**config.mk**
```make
export PLATFORM = sky130hd
export DESIGN_NAME = positional_list_engine
export DESIGN_NICKNAME = d
export VERILOG_FILES = /design/src/design/plc_pkg.sv /design/src/design/plc_cell.sv /design/src/design/positional_list_engine.sv
export SDC_FILE = /design/constraint.sdc
export NUM_CORES = 2
export LEC_CHECK = 0
export BUFFER_PORTS_ARGS = -buffer_cell sky130_fd_sc_hd__buf_2
export CAP_MARGIN = 20
export CORE_ASPECT_RATIO = 1.5
export CORE_UTILIZATION = 60
export DETAILED_ROUTE_END_ITERATION = 10
export GPL_ROUTABILITY_DRIVEN = 1
export PLACE_DENSITY = 0.76
export SYNTH_ARGS = -nofsm -noshare
export SYNTH_HDL_FRONTEND = slang
export SYNTH_HIERARCHICAL = 1
export SYNTH_SLANG_ARGS = --single-unit
```
**constraint.sdc**
```tcl
create_clock -name clk -period 36.8 [get_ports clk]
set_clock_uncertainty 0.15 [all_clocks]
set_input_delay 7.36 -clock clk [delete_from_list [all_inputs] [get_ports clk]]
set_output_delay 7.36 -clock clk [all_outputs]
set_load 0.1 [all_outputs]
```
**src/design/plc_pkg.sv**
```systemverilog
// ----------------------------------------------------------------------------
// plc_pkg
// shared widths, codes and cell command type for the positional list engine
// ----------------------------------------------------------------------------
package plc_pkg;

  localparam int DATA_W    = 32;
  localparam int POS_W     = 7;
  localparam int CNT_W     = 7;
  localparam int ST_W      = 2;
  localparam int DEPTH_DEF = 64;

  typedef enum logic [2:0] {
    OP_INS_POS   = 3'd0,
    OP_INS_FRONT = 3'd1,
    OP_INS_BACK  = 3'd2,
    OP_DEL_POS   = 3'd3,
    OP_DEL_FRONT = 3'd4,
    OP_DEL_BACK  = 3'd5,
    OP_LIST_FWD  = 3'd6,
    OP_LIST_BWD  = 3'd7
  } opcode_t;

  typedef enum logic [ST_W-1:0] {
    ST_OK    = 2'd0,
    ST_FULL  = 2'd1,
    ST_RANGE = 2'd2,
    ST_EMPTY = 2'd3
  } status_t;

  typedef enum logic [2:0] {
    C_HOLD,
    C_INS,
    C_DEL,
    C_DN,
    C_UP
  } cell_op_t;

  typedef struct packed {
    cell_op_t         op;
    logic [POS_W-1:0] pos;
  } cell_cmd_t;

endpackage

```
**src/design/plc_cell.sv**
```systemverilog
// ----------------------------------------------------------------------------
// plc_cell
// one storage cell of the list ring: shifts up, down or takes a new element
// ----------------------------------------------------------------------------
module plc_cell
  import plc_pkg::*;
#(
  parameter int IDX = 0
) (
  input  logic              clk,
  input  cell_cmd_t         cmd,
  input  logic [DATA_W-1:0] new_value,
  input  logic [DATA_W-1:0] lo_data,
  input  logic [DATA_W-1:0] hi_data,
  output logic [DATA_W-1:0] data
);

  localparam logic [POS_W-1:0] MY_POS = POS_W'(IDX);

  logic [DATA_W-1:0] data_r;
  logic [DATA_W-1:0] data_nxt;

  always_comb begin
    data_nxt = data_r;
    case (cmd.op)
      C_INS: begin
        if (MY_POS > cmd.pos) begin
          data_nxt = lo_data;
        end else if (MY_POS == cmd.pos) begin
          data_nxt = new_value;
        end
      end
      C_DEL: begin
        if (MY_POS >= cmd.pos) begin
          data_nxt = hi_data;
        end
      end
      C_DN:    data_nxt = hi_data;
      C_UP:    data_nxt = lo_data;
      default: data_nxt = data_r;
    endcase
  end

  always_ff @(posedge clk) begin
    data_r <= data_nxt;
  end

  assign data = data_r;

endmodule

```
**src/design/positional_list_engine.sv**
```systemverilog
// ----------------------------------------------------------------------------
// positional_list_engine
// ordered list of signed 32-bit values kept in a ring of shifting cells
// ----------------------------------------------------------------------------
// Input beats carry an opcode, a position and a value on a valid/stall
// channel; result beats leave through a registered valid/stall channel.
// An insert or delete shifts the cells from its position up (not when refused
// by status) and gives one result beat (status and new count) in the cycle
// after acceptance; edits run at one per cycle unless the receiver stalls.
// A listing rotates the whole ring once, one cell per cycle unless an emitting
// step stalls, whatever the count; one element beat leaves per emitting
// step and the last carries last = 1. An empty listing gives a single beat.
// No input beat is taken while a listing runs.
// Reset clears the count, the controller and the output valid; cell
// contents are left as they are and never read before being written.
// When the receiver stalls, the result beat holds and the ring waits to emit.
// ----------------------------------------------------------------------------
module positional_list_engine
  import plc_pkg::*;
#(
  parameter int DEPTH = DEPTH_DEF
) (
  input  logic                     clk,
  input  logic                     rst_n,
  input  logic                     in_valid,
  output logic                     in_stall,
  input  logic [2:0]               in_opcode,
  input  logic [POS_W-1:0]         in_position,
  input  logic signed [DATA_W-1:0] in_value,
  output logic                     out_valid,
  input  logic                     out_stall,
  output logic signed [DATA_W-1:0] out_element,
  output logic [ST_W-1:0]          out_status,
  output logic [CNT_W-1:0]         out_entry_total,
  output logic                     out_last
);

  localparam int SW = (DEPTH > 1) ? $clog2(DEPTH) : 1;
  localparam logic [SW-1:0]    STEP_END = SW'(DEPTH - 1);
  localparam logic [CNT_W-1:0] CAP      = CNT_W'(DEPTH);

  typedef enum logic [1:0] {
    S_IDLE,
    S_FWD,
    S_BWD
  } state_t;

  state_t            state_r, state_nxt;
  logic [SW-1:0]     step_r, step_nxt;
  logic [CNT_W-1:0]  count_r, count_nxt;
  logic              out_valid_r, out_valid_nxt;
  logic [DATA_W-1:0] out_element_r, out_element_nxt;
  status_t           out_status_r, out_status_nxt;
  logic [CNT_W-1:0]  out_total_r, out_total_nxt;
  logic              out_last_r, out_last_nxt;

  cell_cmd_t         cmd;
  logic [DATA_W-1:0] cell_q [DEPTH];

  logic              load_ok;
  logic              acc;
  logic [CNT_W-1:0]  ins_pos;
  logic [CNT_W-1:0]  del_pos;
  logic [CNT_W-1:0]  step_ext;
  logic              emit;

  assign load_ok  = !out_valid_r || !out_stall;
  assign in_stall = (state_r != S_IDLE) || !load_ok;
  assign acc      = in_valid && !in_stall;
  assign step_ext = CNT_W'(step_r);

  always_comb begin
    state_nxt       = state_r;
    step_nxt        = step_r;
    count_nxt       = count_r;
    out_valid_nxt   = out_valid_r && out_stall;
    out_element_nxt = out_element_r;
    out_status_nxt  = out_status_r;
    out_total_nxt   = out_total_r;
    out_last_nxt    = out_last_r;
    cmd.op          = C_HOLD;
    cmd.pos         = in_position;
    ins_pos         = in_position;
    del_pos         = in_position;
    emit            = 1'b0;

    case (state_r)
      S_IDLE: begin
        if (acc) begin
          out_valid_nxt   = 1'b1;
          out_element_nxt = '0;
          out_status_nxt  = ST_OK;
          out_last_nxt    = 1'b1;
          case (opcode_t'(in_opcode))
            OP_INS_POS, OP_INS_FRONT, OP_INS_BACK: begin
              if (opcode_t'(in_opcode) == OP_INS_FRONT) begin
                ins_pos = '0;
              end else if (opcode_t'(in_opcode) == OP_INS_BACK) begin
                ins_pos = count_r;
              end
              if (count_r >= CAP) begin
                out_status_nxt = ST_FULL;
              end else if (ins_pos > count_r) begin
                out_status_nxt = ST_RANGE;
              end else begin
                cmd.op    = C_INS;
                cmd.pos   = ins_pos;
                count_nxt = count_r + 1'b1;
              end
            end
            OP_DEL_POS, OP_DEL_FRONT, OP_DEL_BACK: begin
              if (opcode_t'(in_opcode) == OP_DEL_FRONT) begin
                del_pos = '0;
              end else if (opcode_t'(in_opcode) == OP_DEL_BACK) begin
                del_pos = count_r - 1'b1;
              end
              if (count_r == '0) begin
                out_status_nxt = ST_EMPTY;
              end else if (del_pos >= count_r) begin
                out_status_nxt = ST_RANGE;
              end else begin
                cmd.op    = C_DEL;
                cmd.pos   = del_pos;
                count_nxt = count_r - 1'b1;
              end
            end
            OP_LIST_FWD, OP_LIST_BWD: begin
              if (count_r == '0) begin
                out_status_nxt = ST_EMPTY;
              end else begin
                out_valid_nxt = out_valid_r && out_stall;
                step_nxt      = '0;
                state_nxt     = (opcode_t'(in_opcode) == OP_LIST_FWD) ? S_FWD : S_BWD;
              end
            end
            default: out_status_nxt = ST_OK;
          endcase
          out_total_nxt = count_nxt;
        end
      end
      S_FWD, S_BWD: begin
        if (state_r == S_FWD) begin
          emit = step_ext < count_r;
        end else begin
          emit = step_ext >= (CAP - count_r);
        end
        if (!emit || load_ok) begin
          cmd.op = (state_r == S_FWD) ? C_DN : C_UP;
          if (emit) begin
            out_valid_nxt   = 1'b1;
            out_status_nxt  = ST_OK;
            out_total_nxt   = count_r;
            out_element_nxt = (state_r == S_FWD) ? cell_q[0] : cell_q[DEPTH-1];
            out_last_nxt    = (state_r == S_FWD) ? (step_ext == count_r - 1'b1)
                                                 : (step_r == STEP_END);
          end
          if (step_r == STEP_END) begin
            state_nxt = S_IDLE;
          end else begin
            step_nxt = step_r + 1'b1;
          end
        end
      end
      default: state_nxt = S_IDLE;
    endcase
  end

  always_ff @(posedge clk) begin
    if (!rst_n) begin
      state_r     <= S_IDLE;
      step_r      <= '0;
      count_r     <= '0;
      out_valid_r <= 1'b0;
    end else begin
      state_r     <= state_nxt;
      step_r      <= step_nxt;
      count_r     <= count_nxt;
      out_valid_r <= out_valid_nxt;
    end
    out_element_r <= out_element_nxt;
    out_status_r  <= out_status_nxt;
    out_total_r   <= out_total_nxt;
    out_last_r    <= out_last_nxt;
  end

  for (genvar i = 0; i < DEPTH; i++) begin : g_cell
    plc_cell #(
      .IDX (i)
    ) u_cell (
      .clk       (clk),
      .cmd       (cmd),
      .new_value (in_value),
      .lo_data   (cell_q[(i + DEPTH - 1) % DEPTH]),
      .hi_data   (cell_q[(i + 1) % DEPTH]),
      .data      (cell_q[i])
    );
  end

  assign out_valid       = out_valid_r;
  assign out_element     = out_element_r;
  assign out_status      = out_status_r;
  assign out_entry_total = out_total_r;
  assign out_last        = out_last_r;

endmodule
```
=== Word-level counts from Yosys, hierarchy flattened ===
Cells that the tools add are included.

* Add/subtract/negate cells: 4
* Multiply operators: 0
* Div/mod/pow operators: 0
* Magnitude comparators: 133
* Equality and inequality tests: 213
* Shift operators: 0
* Multiplexer cells: 326
* Bitwise operators: 0
* Reduce and logical (&&, ||, !) cells: 89

{| class="wikitable"
|+ Operator list
! operator !! number
|-
| $pmux 32 s4 || 64
|-
| $mux 32 || 196
|-
| $eq 6x7->1 const A || 32
|-
| $ge 6x7->1 const A || 32
|-
| $gt 6x7->1 const A || 32
|-
| $ne 3x1->1 const B || 64
|-
| $reduce_and 3->1 || 64
|-
| $ne 2x1->1 const B || 65
|-
| $mux 7 || 18
|-
| $eq 5x7->1 const A || 16
|-
| $ge 5x7->1 const A || 16
|-
| $gt 5x7->1 const A || 16
|-
| $pmux 32 s2 || 1
|-
| $eq 4x7->1 const A || 8
|-
| $ge 4x7->1 const A || 8
|-
| $gt 4x7->1 const A || 8
|-
| $mux 6 || 5
|-
| $eq 3x7->1 const A || 4
|-
| $ge 3x7->1 const A || 4
|-
| $gt 3x7->1 const A || 4
|-
| $mux 2 || 14
|-
| $pmux 7 s2 || 2
|-
| $mux 9 || 3
|-
| $pmux 9 s2 || 1
|-
| other kinds (45) || 88
|}

* Flip-flop bits (word level): 2106
* Bits in latches: 0
* Memory bits (writable): 0
* ROM bits: 0
* Input port bits: 46
* Word-level logic and storage cells: 837
* Memories: 0

=== Depth between registers and ports, before layout ===
* Depth in word-level cells: 18
* Gate-level depth with buffers: 21
* Gate-level depth less buffers: 18

=== Worst setup path before layout ===
OpenSTA, ideal clock, no wires.

* Path kind: input to register
* Start point: input out_stall
* End point: register g_cell[15].u_cell.data_r[0] (enable)
* Setup time: 956 ps
* Arrival: 31793 ps
* Required time: 35694 ps
* Setup slack: 3901 ps
* Stages on the path: 5
* Cell sequence: and2_1 > nand2_2 > nand2_1 > nor3_1 > o21ai_0

{| class="wikitable"
|+ RTL lines
! what !! line !! RTL
|-
| start, declared || positional_list_engine.sv:31 || <nowiki>input logic out_stall,</nowiki>
|-
| end signal, assigned || plc_cell.sv:45 || <nowiki>data_r <= data_nxt;</nowiki>
|-
| end, declared || plc_cell.sv:20 || <nowiki>logic [DATA_W-1:0] data_r;</nowiki>
|}

=== Final worst setup path ===
* Start point: input out_stall
* End point: output in_stall

* Word-level cells in the longest chain between the ends: 4

{| class="wikitable"
|+ Ends and longest elaborated chain
! what !! line !! RTL
|-
| $logic_not 1->1 || positional_list_engine.sv:67 || <nowiki>assign load_ok = !out_valid_r || !out_stall;</nowiki>
|-
| $logic_or 1x1->1 || positional_list_engine.sv:67 ||
|-
| $logic_not 1->1 || positional_list_engine.sv:68 || <nowiki>assign in_stall = (state_r != S_IDLE) || !load_ok;</nowiki>
|-
| $logic_or 1x1->1 || positional_list_engine.sv:68 ||
|-
| end, declared || positional_list_engine.sv:26 || <nowiki>output logic in_stall,</nowiki>
|}

Every way passes these cells.

==> impl_metrics.prom <==
# TYPE chip_impl_metric gauge
chip_impl_metric{name="worst_hold_slack",unit="ns"} 0.370
chip_impl_metric{name="leakagePower",unit="nW"} 45.5
chip_impl_metric{name="clkLatencyLatePin",unit="ns"} 0.92
chip_impl_metric{name="max_cap_viol_count",unit=""} 0
chip_impl_metric{name="pre_cts_ws",unit="ns"} 21.25
chip_impl_metric{name="synth_edf_count",unit=""} 2090
chip_impl_metric{name="cp.buffers_inverters",unit=""} 2
chip_impl_metric{name="h-tree-depth",unit=""} 4
chip_impl_metric{name="die_height",unit="um"} 564
chip_impl_metric{name="p_total",unit="W"} 0.00719
chip_impl_metric{name="port-buffer-count",unit=""} 89
chip_impl_metric{name="maximum_clock_path_buffer_count",unit=""} 4
chip_impl_metric{name="cellPowerDensity",unit="mW/mm2"} 53.4
chip_impl_metric{name="period_share",unit="%"} 42.3
chip_impl_metric{name="yosysUniqueCellTypes",unit=""} 157
chip_impl_metric{name="final.setup.tns",unit="ns"} 0
chip_impl_metric{name="multi_input_comb_area",unit="mm2"} 0.0562
chip_impl_info{name="synth_area_leaders",value="sky130_fd_sc_hd__edfxtp_1 (50%), sky130_fd_sc_hd__a221o_1 (8.9%), sky130_fd_sc_hd__and2_1 (5.0%)"} 1
chip_impl_metric{name="postRouteWirelength",unit="mm"} 418
chip_impl_metric{name="area.sequential",unit="mm2"} 0.0631
chip_impl_metric{name="gr-usage-all-layers",unit="%"} 38.4
chip_impl_info{name="failed_checks",value="DRC"} 1
chip_impl_metric{name="cp.arrival",unit="ns"} 8.04
chip_impl_metric{name="maxSlewHeadroom",unit="%"} 19.5
chip_impl_metric{name="postSynthNetCount",unit=""} 10200
chip_impl_metric{name="place_congestion",unit=""} 0.949
chip_impl_info{name="root_buffer",value="sky130_fd_sc_hd__clkbuf_16"} 1
chip_impl_info{name="status",value="finished, violations left"} 1
chip_impl_metric{name="die_w",unit="um"} 377
chip_impl_metric{name="worst_slew_pin_slew",unit="ns"} 1.21
chip_impl_metric{name="dp_hpwl",unit="mm"} 281
chip_impl_metric{name="pin_count_of_the_biggest_net_entering_global_routing",unit=""} 111
chip_impl_metric{name="setup-violations-final",unit=""} 0
chip_impl_metric{name="postLayoutSetupSlackWorst",unit="ns"} 21.25
chip_impl_metric{name="fin_nets",unit=""} 9831
chip_impl_metric{name="cts_sinks",unit=""} 2106
chip_impl_metric{name="cts_inserted_buffers",unit=""} 212
chip_impl_metric{name="rr_worst_depth",unit=""} 21
chip_impl_metric{name="n_fill_cell",unit=""} 15800
chip_impl_metric{name="timing.fmax",unit="MHz"} 64.3
chip_impl_metric{name="regToRegSetupSlack",unit="ns"} 27.54
chip_impl_metric{name="synth_largest_type_area_fraction",unit="%"} 49.6
chip_impl_metric{name="route.vias.total",unit=""} 97100
chip_impl_metric{name="die_area",unit="mm2"} 0.213
chip_impl_metric{name="final_period_minus_worst_setup_slack",unit="ns"} 15.55
chip_impl_metric{name="grt_pass1_wl",unit="mm"} 621
chip_impl_info{name="count_leader_synth",value="sky130_fd_sc_hd__edfxtp_1"} 1
chip_impl_metric{name="post-cts-setup-buffer-count",unit=""} 0
chip_impl_metric{name="final_hold_viol_count",unit=""} 0
chip_impl_metric{name="number_of_antenna_violations_at_the_first_check_in_global_routing",unit=""} 38
chip_impl_info{name="ys.flop_type",value="sky130_fd_sc_hd__edfxtp_1"} 1
chip_impl_metric{name="drive_above_1_share",unit="%"} 16.8
chip_impl_metric{name="timing.critical_path.required",unit="ns"} 29.29
chip_impl_info{name="critical_path.endpoint_type",value="output pin"} 1
chip_impl_metric{name="post_route_cell_area",unit="mm2"} 0.134
chip_impl_metric{name="first_global_vias",unit=""} 93400
chip_impl_info{name="startpoint_type",value="primary input"} 1
chip_impl_metric{name="dr.first_iter.drc_count",unit=""} 13300
chip_impl_metric{name="placeableCoreArea",unit="mm2"} 0.210
chip_impl_metric{name="hold_buffers",unit=""} 0
chip_impl_metric{name="hold_path_depth",unit=""} 2
chip_impl_info{name="holdCritPathClass",value="reg -> reg"} 1
chip_impl_metric{name="vdd_ir_drop_max",unit="uV"} 39.2
chip_impl_metric{name="avgViaCountPerCell",unit=""} 7.62
chip_impl_info{name="worstPathCellList",value="buf_2, nand2_1, nand2_1, buf_2"} 1
chip_impl_metric{name="drcViolationCount",unit=""} 1
chip_impl_metric{name="crit_fanout",unit=""} 4
chip_impl_info{name="critical_path_s_slowest_cell",value="sky130_fd_sc_hd__buf_2"} 1
chip_impl_metric{name="cp.depth",unit=""} 4
chip_impl_info{name="post_synth_most_frequent_cells",value="sky130_fd_sc_hd__edfxtp_1 (2090), sky130_fd_sc_hd__a221o_1 (1129), sky130_fd_sc_hd__and2_1 (1012), sky130_fd_sc_hd__a22oi_1 (417), sky130_fd_sc_hd__inv_1 (371)"} 1
chip_impl_info{name="critPathTopFamily",value="buffers and inverters"} 1
chip_impl_metric{name="synth.avg_cell_area",unit="um2"} 12.5
chip_impl_metric{name="place_area",unit="mm2"} 0.127
chip_impl_metric{name="initial_core_util",unit="%"} 60.3
chip_impl_metric{name="syn-cell-area",unit="mm2"} 0.127
chip_impl_info{name="setup.worst_path.class",value="in -> out"} 1
chip_impl_info{name="synth_top_area_cell",value="sky130_fd_sc_hd__edfxtp_1"} 1
chip_impl_metric{name="postSynthCellCount",unit=""} 10100
chip_impl_metric{name="synth_seq_area_share",unit="%"} 49.9
chip_impl_metric{name="timing.final.max_slew_violations",unit=""} 0
chip_impl_metric{name="synthArstFlopShare",unit="%"} 0
chip_impl_metric{name="grt-ovfl-total",unit=""} 0
chip_impl_metric{name="route.antenna.remaining_nets",unit=""} 0
chip_impl_metric{name="synth.ff_latch_count",unit=""} 2106
chip_impl_metric{name="yosys_warnings",unit=""} 6
chip_impl_metric{name="drt_first_pass_iters",unit=""} 11
chip_impl_metric{name="synthToLayoutAreaGrowth",unit="%"} 6.28
chip_impl_metric{name="cts-resized-gates",unit=""} 0
chip_impl_info{name="cts_tree",value="built"} 1
chip_impl_metric{name="max_incr_delay_on_cp",unit="ns"} 0.42
chip_impl_metric{name="worst_setup_hold_path_clk_slew",unit="ns"} 0.06
chip_impl_info{name="rsz0062_at_grt",value="no"} 1
chip_impl_metric{name="core.rowCount",unit=""} 206
chip_impl_metric{name="top_level_ports",unit=""} 90
chip_impl_metric{name="routed_wire_length_per_instance",unit="um"} 32.8
==> worst paths after layout <==
kind / from / to
setup / recovery: out_stall / in_stall
hold / removal: state_r[1] / state_r[1]
setup reg to reg: count_r[0] / g_cell[9].u_cell/data[15]
hold reg to reg: state_r[1] / state_r[1]
==> routing by layer <==
layer / routed length [um] / track usage [%]
met1: 141000 / 43.8
met2: 195000 / 61.7
met3: 44000 / 9.70
met4: 37500 / 30.2
met5: 265 / 0.112
==> registers in the layout, indices dropped and copies added, names as in the netlist <==
signal,cells
g_cell.u_cell/data,2048
out_last,1
out_entry_total,7
out_status,2
step_r,6
count_r,7
out_element,32
state_r,2
out_valid,1
==> placed cells by master (no fill, tap or decap), types with 190 or more instances in the layout <==
cell                        instances
sky130_fd_sc_hd__and3_1           211
sky130_fd_sc_hd__inv_1            371
sky130_fd_sc_hd__a22o_1           277
sky130_fd_sc_hd__mux2i_1          228
sky130_fd_sc_hd__a221o_1         1123
sky130_fd_sc_hd__buf_4            315
sky130_fd_sc_hd__a21o_1           205
sky130_fd_sc_hd__a22oi_1          414
sky130_fd_sc_hd__and2_1          1010
sky130_fd_sc_hd__edfxtp_1        2090
sky130_fd_sc_hd__nand4_1          275
sky130_fd_sc_hd__clkbuf_16        218
sky130_fd_sc_hd__a21oi_1          190
==> kinds of logic after synthesis <==
| family | share of synthesized area, % |
|---|---|
| muxes | 2.39 |
| and+or+nand+nor | 12.7 |
| DFF | 49.9 |
| buffers and inverters | 6.37 |
| AOI/OAI and AO/OA | 28.3 |
| xor gates and xnor gates | 0.0890 |
| adders and majority gates | 0.362 |
==> worst register-to-register path, delay by kind of cell, from the launching register on <==
family,cells,cell delay [ns]
fa+ha+maj,2,0.56
flops,1,0.72
buf+inv,7,3.31
simple gates,5,1.87
compound gates,6,1.96
xor+xnor,1,0.50
==> per-stage QoR <==
step,util (%),std cells
finish,64.1,12700
global route,64.1,12700
CTS,63.8,12700
detailed placement,60.6,12300
global placement,60.5,12300
floorplan,-,10100
==> final cells by class <==
| class | instances | share of cell area, % |
|---|---|---|
| Tap cell | 2808 | 2.61 |
| Clock inverter | 122 | 0.874 |
| Antenna cell | 20 | 0.0372 |
| Timing Repair Buffer | 410 | 2.56 |
| Multi-Input combinational cell | 6644 | 41.8 |
| Inverter | 380 | 1.07 |
| Sequential cell | 2106 | 46.9 |
| Clock buffer | 259 | 4.15 |
==> report_power, final <==
| part | internal [W] | switching, W | total, W | leakage (nW) |
|---|---|---|---|---|
| combinational | 0.000688 | 0.00110 | 0.00179 | 23.1 |
| sequential | 0.00300 | 0.000192 | 0.00319 | 19.1 |
| clock | 0.00123 | 0.000980 | 0.00221 | 3.31 |
Power figures use the tool's default switching activity.
